### src/hw/rtl/rcnq_pkg.sv
// Shared widths and the search stage record for the RGB length clamp and quantizer.
package rcnq_pkg;

	localparam int CW  = 16;
	localparam int OW  = 8;
	localparam int SQW = 2 * CW;
	localparam int SW  = SQW + 2;
	localparam int NW  = CW + OW;
	localparam int N2W = 2 * NW;
	localparam int PW  = N2W;
	localparam int QW  = SW + OW;
	localparam int TW  = N2W + 4;
	localparam int NCOMP = 3;

	localparam logic [OW-1:0] FULL_SCALE = 8'd255;

	typedef struct packed {
		logic                            scaled;
		logic [NCOMP-1:0][OW-1:0]        plain;
		logic [SW-1:0]                   sumsq;
		logic [NCOMP-1:0][N2W-1:0]       num2;
		logic [NCOMP-1:0][OW-1:0]        k;
		logic [NCOMP-1:0][PW-1:0]        p;
		logic [NCOMP-1:0][QW-1:0]        q;
	} srch_t;

endpackage

### src/hw/rtl/rcnq_root_step.sv
// One bit of the normalized output search, for all three components, as one register stage.
module rcnq_root_step import rcnq_pkg::*; #(
	parameter int BIT_POS = 7
) (
	input  logic  clk,
	input  logic  arst_n,
	input  logic  vld_i,
	input  srch_t srch_i,
	output logic  vld_o,
	output srch_t srch_o
);

	logic [NCOMP-1:0][TW-1:0] tp_c;
	logic [NCOMP-1:0]         take_c;
	srch_t                    nxt_c;
	logic                     vld_s1;
	srch_t                    srch_s1;

	always_comb begin
		nxt_c = srch_i;
		for (int i = 0; i < NCOMP; i++) begin
			tp_c[i] = TW'(srch_i.p[i]) + (TW'(srch_i.q[i]) << (BIT_POS + 1))
			        + (TW'(srch_i.sumsq) << (2 * BIT_POS));
			take_c[i] = tp_c[i] <= TW'(srch_i.num2[i]);
			if (take_c[i]) begin
				nxt_c.k[i] = srch_i.k[i] | (OW'(1) << BIT_POS);
				nxt_c.p[i] = tp_c[i][PW-1:0];
				nxt_c.q[i] = srch_i.q[i] + (QW'(srch_i.sumsq) << BIT_POS);
			end
		end
	end

	always_ff @(posedge clk or negedge arst_n) begin
		if (!arst_n) begin
			vld_s1 <= 1'b0;
		end else begin
			vld_s1 <= vld_i;
		end
	end

	always_ff @(posedge clk) begin
		srch_s1 <= nxt_c;
	end

	assign vld_o  = vld_s1;
	assign srch_o = srch_s1;

	a_red_bound: assert property (@(posedge clk) disable iff (!arst_n)
		vld_s1 |-> srch_s1.p[0] <= srch_s1.num2[0])
		else $error("red partial product above bound");
	a_green_bound: assert property (@(posedge clk) disable iff (!arst_n)
		vld_s1 |-> srch_s1.p[1] <= srch_s1.num2[1])
		else $error("green partial product above bound");
	a_blue_bound: assert property (@(posedge clk) disable iff (!arst_n)
		vld_s1 |-> srch_s1.p[2] <= srch_s1.num2[2])
		else $error("blue partial product above bound");

endmodule

### config.mk
export PLATFORM = sky130hd
export DESIGN_NAME = rcnq_root_step
export DESIGN_NICKNAME = d
export VERILOG_FILES = /design/src/hw/rtl/rcnq_pkg.sv /design/src/hw/rtl/rcnq_root_step.sv
export SDC_FILE = /design/constraint.sdc
export NUM_CORES = 1
export LEC_CHECK = 0
export BUFFER_PORTS_ARGS = -buffer_cell sky130_fd_sc_hd__buf_2
export CAP_MARGIN = 40
export CORE_AREA = 2 2 387 389
export CTS_CLUSTER_DIAMETER = 120
export DETAILED_ROUTE_END_ITERATION = 12
export DIE_AREA = 0 0 389 391
export PLACE_DENSITY_LB_ADDON = 0.05
export SKIP_LAST_GASP = 1
export SLEW_MARGIN = 20
export SYNTH_ARGS = -nofsm -noshare
export SYNTH_HDL_FRONTEND = slang
export SYNTH_SLANG_ARGS = --single-unit
### constraint.sdc
create_clock -name clk -period 0.8 [get_ports clk]
set_clock_uncertainty 0.1 [all_clocks]
set_input_delay 0.16 -clock clk [delete_from_list [all_inputs] [get_ports clk]]
set_output_delay 0.16 -clock clk [all_outputs]
set_load 0.05 [all_outputs]
After elaboration in Yosys (flattened, before gate mapping)
Index checks and enable logic that the tools add are counted.
Operators by class
  $add $sub $neg: 9
  order comparisons: 3
  multiplexer cells: 6
Operators with widths (count)
  $add A51 B48 Y52: 3
  $le A52 B48 Y1: 3
  $add A48 B50 Y51: 3
  $mux W48: 3
  $add A42 B41 Y42: 3
  $mux W42: 3
Word-level totals
  flip-flop bits (word level): 498
  bits of input ports: 500
  output and inout bits: 498
  word-level logic and storage cells: 39

Longest topological paths before layout
  word-level depth: 4
  depth in mapped cells: 27
  mapped depth without buffers: 24

Worst setup path before layout
No wires, ideal clock.
  path type: input -> register
  start: input port srch_i[1] in the netlist's numbering
  end: register srch_s1, in the netlist srch_o[166]
  setup time: 0.123 ns
  arrival: 5.340 ns
  required time: 0.577 ns
  slack: -4.763 ns
  cell stages on the path: 21
  path buffers: 2
  cell sequence: ha_1 -> ha_1 -> fa_1 -> a211o_1 -> a2111oi_2 -> o211ai_1 -> a32oi_2 -> a31oi_1 -> and3_1 -> a211o_1 -> a21oi_1 -> xnor2_1 -> ha_1 -> nand4_1 -> or4_1 -> nor4_1 -> a31oi_1 -> a2111oi_4 -> buf_6 -> buf_6 -> mux2_1
RTL lines
  start: declaration: line rcnq_root_step.sv:8  | input srch_t srch_i,
  end signal: assignment: line rcnq_root_step.sv:42  | srch_s1 <= nxt_c;
  end: declaration: line rcnq_root_step.sv:17  | srch_t srch_s1;

==> metrics.md <==
| Metric | Value |
|---|---|
| Outcome | `complete, but fails checks` |
| Violated checks | `hold timing, setup timing` |
| GP Congestion | `0.835` |
| Yosys top cell by area | `dfxtp_1` |
| Post-Place Worst Slack | `-5980 ps` |
| Final WL | `158 mm` |
| Hold Path Class | `input port to register` |
| Number of global-route vias before repair | `33599` |
| Fraction of layout cells with a size suffix above 1 | `53.5%` |
| Leak | `28.3 nW` |
| Pwr Total | `146 mW` |
| Antenna violations before repair | `43` |
| Max Clk Rate | `186 MHz` |
| Initial DRC count | `953` |
| Syn Nets | `3985` |
| Post-synth EDFFs | `0` |
| Root Buffer | `clkbuf_16` |
| Post-DR wirelength/cell | `20.6 um` |
| Post-Place Cell Area | `49600 um^2` |
| Row cnt | `142` |
| Post-Syn Area | `30100 um^2` |
| GR Util All Layers | `20.3%` |
| Most used cell along the critical path | `buf_12` |
| Hold path startpoint | `srch_i[84]` |
| Syn Area/Cell | `10.1 um^2` |
| Min Tclk post-route | `5370 ps` |
| Commonest cells post-synth | `dfxtp_1 (497), ha_1 (384), a21oi_1 (258), inv_1 (220), a21o_1 (157)` |
| Share of the synthesized area in the top cell type | `33.0%` |
| Final ANT Viol Nets | `0` |
| Ys flop type | `dfxtp_1` |
| Uppermost layer routed | `met5` |
| Most numerous cell in the Yosys netlist | `dfxtp_1` |
| Final #Nets | `6627` |
| Crit Path Max Fanout | `5` |
| Hold Path Cell Cnt | `1` |
| Worst Path Arrival | `5810 ps` |
| Fin util | `39.2%` |
| Final instance area | `58300 um^2` |
| Critical Path RT | `1240 ps` |
| Crit-path slowest cell | `or4_4` |
| Final period util | `672%` |
| Die W | `389 um` |
| Multi-input gate area | `20300 um^2` |
| Power Density | `2510 nW/um^2` |
| M1 WL | `66.0 mm` |
| Largest net degree at the start of global routing | `20` |
| CTS Buf Count | `72` |
| # clock sinks | `498` |
| Worst-Margin Slew | `731 ps` |
| Die area | `152000 um^2` |
| P&R area growth vs syn | `93.5%` |
| IO Pins | `998` |
| WHS | `-476 ps` |
| Final setup vio count | `735` |
| Vias per cell | `4.18` |
| Met3 routed WL | `9.96 mm` |
| Startpoint Class | `input port` |
| Unrepaired setup endpoints after global routing | `true` |
| Core area | `149000 um^2` |
| Maximum buffer depth of the clock tree | `3` |
| Register bit total from synthesis | `498` |
| Clk pin slew, worst setup/hold paths | `50 ps` |
| Hold Path Sink | `srch_o[84]$_DFF_P_` |
| Hold Vio Cnt, Final | `16` |
| Chip height | `391 um` |
| Syn Inst Count | `2993` |
| Final HPWL from detailed placement | `131 mm` |
| Max-slew headroom | `50.7%` |
| Remaining Overflow, GRT | `0` |
| CTS tree | `done` |
| Peak VDD IR | `1.65 mV` |
| Drt first pass iters | `6` |
| Placed cell count | `6975` |
| Asr flop ratio synth | `0.201%` |
| Seq/Total Area, Yosys | `33.1%` |
| Max-slew violation count | `0` |
| Yosys cell types | `81` |
| H-tree levels | `3` |
| # port buffers | `997` |
| First-pass GRT wire length | `225 mm` |
| Setup slack after layout | `-4570 ps` |
| Cell Count, Final, Fillers Out | `7644` |
| Slowest stage delay, CP | `510 ps` |
| Met2 wire length | `76.8 mm` |
| Max-cap violations | `0` |
| Via count | `31950` |
| FF/Latch Area | `10600 um^2` |
| Fillers | `15114` |
| Setup crit end kind | `register` |
| Setup CP Type | `input port to register` |
| Setup TNS | `-1346970 ps` |
| Syn. warnings | `0` |
| Most area-consuming cells after synthesis | `dfxtp_1 (33%), ha_1 (16%), fa_1 (7.2%)` |
| DRC viols | `0` |
| Starting Density | `20.3%` |
placed cells by master (no fill, tap or decap), types with 10 or more instances in the layout:
master and instances:
a211oi_1 26, a21o_1 157, a21oi_1 240, a21oi_2 15, a31oi_1 21, and3_1 23
buf_12 198, buf_2 832, buf_4 1088, clkbuf_16 74, clkbuf_8 14, clkinv_2 10
clkinvlp_4 11, dfxtp_1 37, dfxtp_2 460, dlygate4sd3_1 486, fa_1 102, ha_1 365
ha_4 15, inv_1 216, mux2_1 30, mux2_2 36, mux2_4 152, nand2_1 116
nand2b_1 29, nand3_1 46, nand4_1 56, nor2_1 111, nor2b_1 33, nor3_1 29
o211ai_1 24, o21a_1 39, o21ai_0 108, o21ai_1 15, o21bai_1 30, o31ai_1 12
xnor2_1 127, xor2_1 49
layout make-up:
| type | count | area share [%] |
|---|---|---|
| antenna | 7 | 0.0301 |
| clock buffer | 94 | 3.55 |
| clock inverter | 38 | 0.797 |
| inverter | 220 | 1.42 |
| multi-input combinational | 2217 | 34.9 |
| sequential | 498 | 18.1 |
| tap | 1944 | 4.17 |
| timing repair buffer | 2626 | 37.1 |
where the power goes:
| group | switching [mW] | internal, mW |
|---|---|---|
| Combinational | 41.2 | 38.9 |
| Sequential | 2.27 | 29.3 |
| Clock | 13.9 | 20.7 |
repair_timing:
action | 4_1_cts | 5_1_grt
cloned | 8 | 0
pin swaps | 59 | 17
setup endpoints to repair | 726 | 731
buffers inserted | 33 | 10
gates resized for setup | 107 | 25
hold buffers | 485 | 1
hold endpoints to repair | 498 | 29
logic make-up (layout without fill, tap and decap cells):
kind of cell | after synthesis | in the layout | synth area share (%)
DFF | 498 | 498 | 33.1
muxes | 229 | 229 | 8.53
adders and majority gates | 492 | 492 | 23.1
and+or+nand+nor | 508 | 508 | 8.47
AOI/OAI and AO/OA | 806 | 806 | 17.5
buffers and inverters | 278 | 2978 | 3.94
xor gates and xnor gates | 182 | 182 | 5.29
other | 0 | 7 | 0
sequential cells by signal (all words and copies together), names as in the netlist:
| signal | count |
|---|---|
| srch_o | 497 |
| vld_o | 1 |
worst max-delay path: cells and delay by family:
kind,cells,cell delay [ps]
xor+xnor,1,170
buf+inv,9,1120
mux,2,490
fa+ha+maj,3,1140
simple gates,9,1860
compound gates,6,820
routing by layer:
metal	vias up	track usage, %
met3	214	5.32
met4	38	6.26
li1	16137	-
met5	-	0
met2	747	35.3
met1	14814	24.1
worst max path at each step:
| stage | start | end | depth (start not counted) |
|---|---|---|---|
| floorplan | srch_i[1] | srch_o[154]$_DFF_P_ | 23 |
| global placement | srch_i[443] | srch_o[67]$_DFF_P_ | 29 |
| detailed placement | srch_i[438] | srch_o[65]$_DFF_P_ | 30 |
| CTS | srch_i[450] | srch_o[59]$_DFF_P_ | 28 |
| global route | srch_i[438] | srch_o[235]$_DFF_P_ | 32 |
| finish | srch_i[442] | srch_o[59]$_DFF_P_ | 30 |
(Power assumes the default switching activity.)
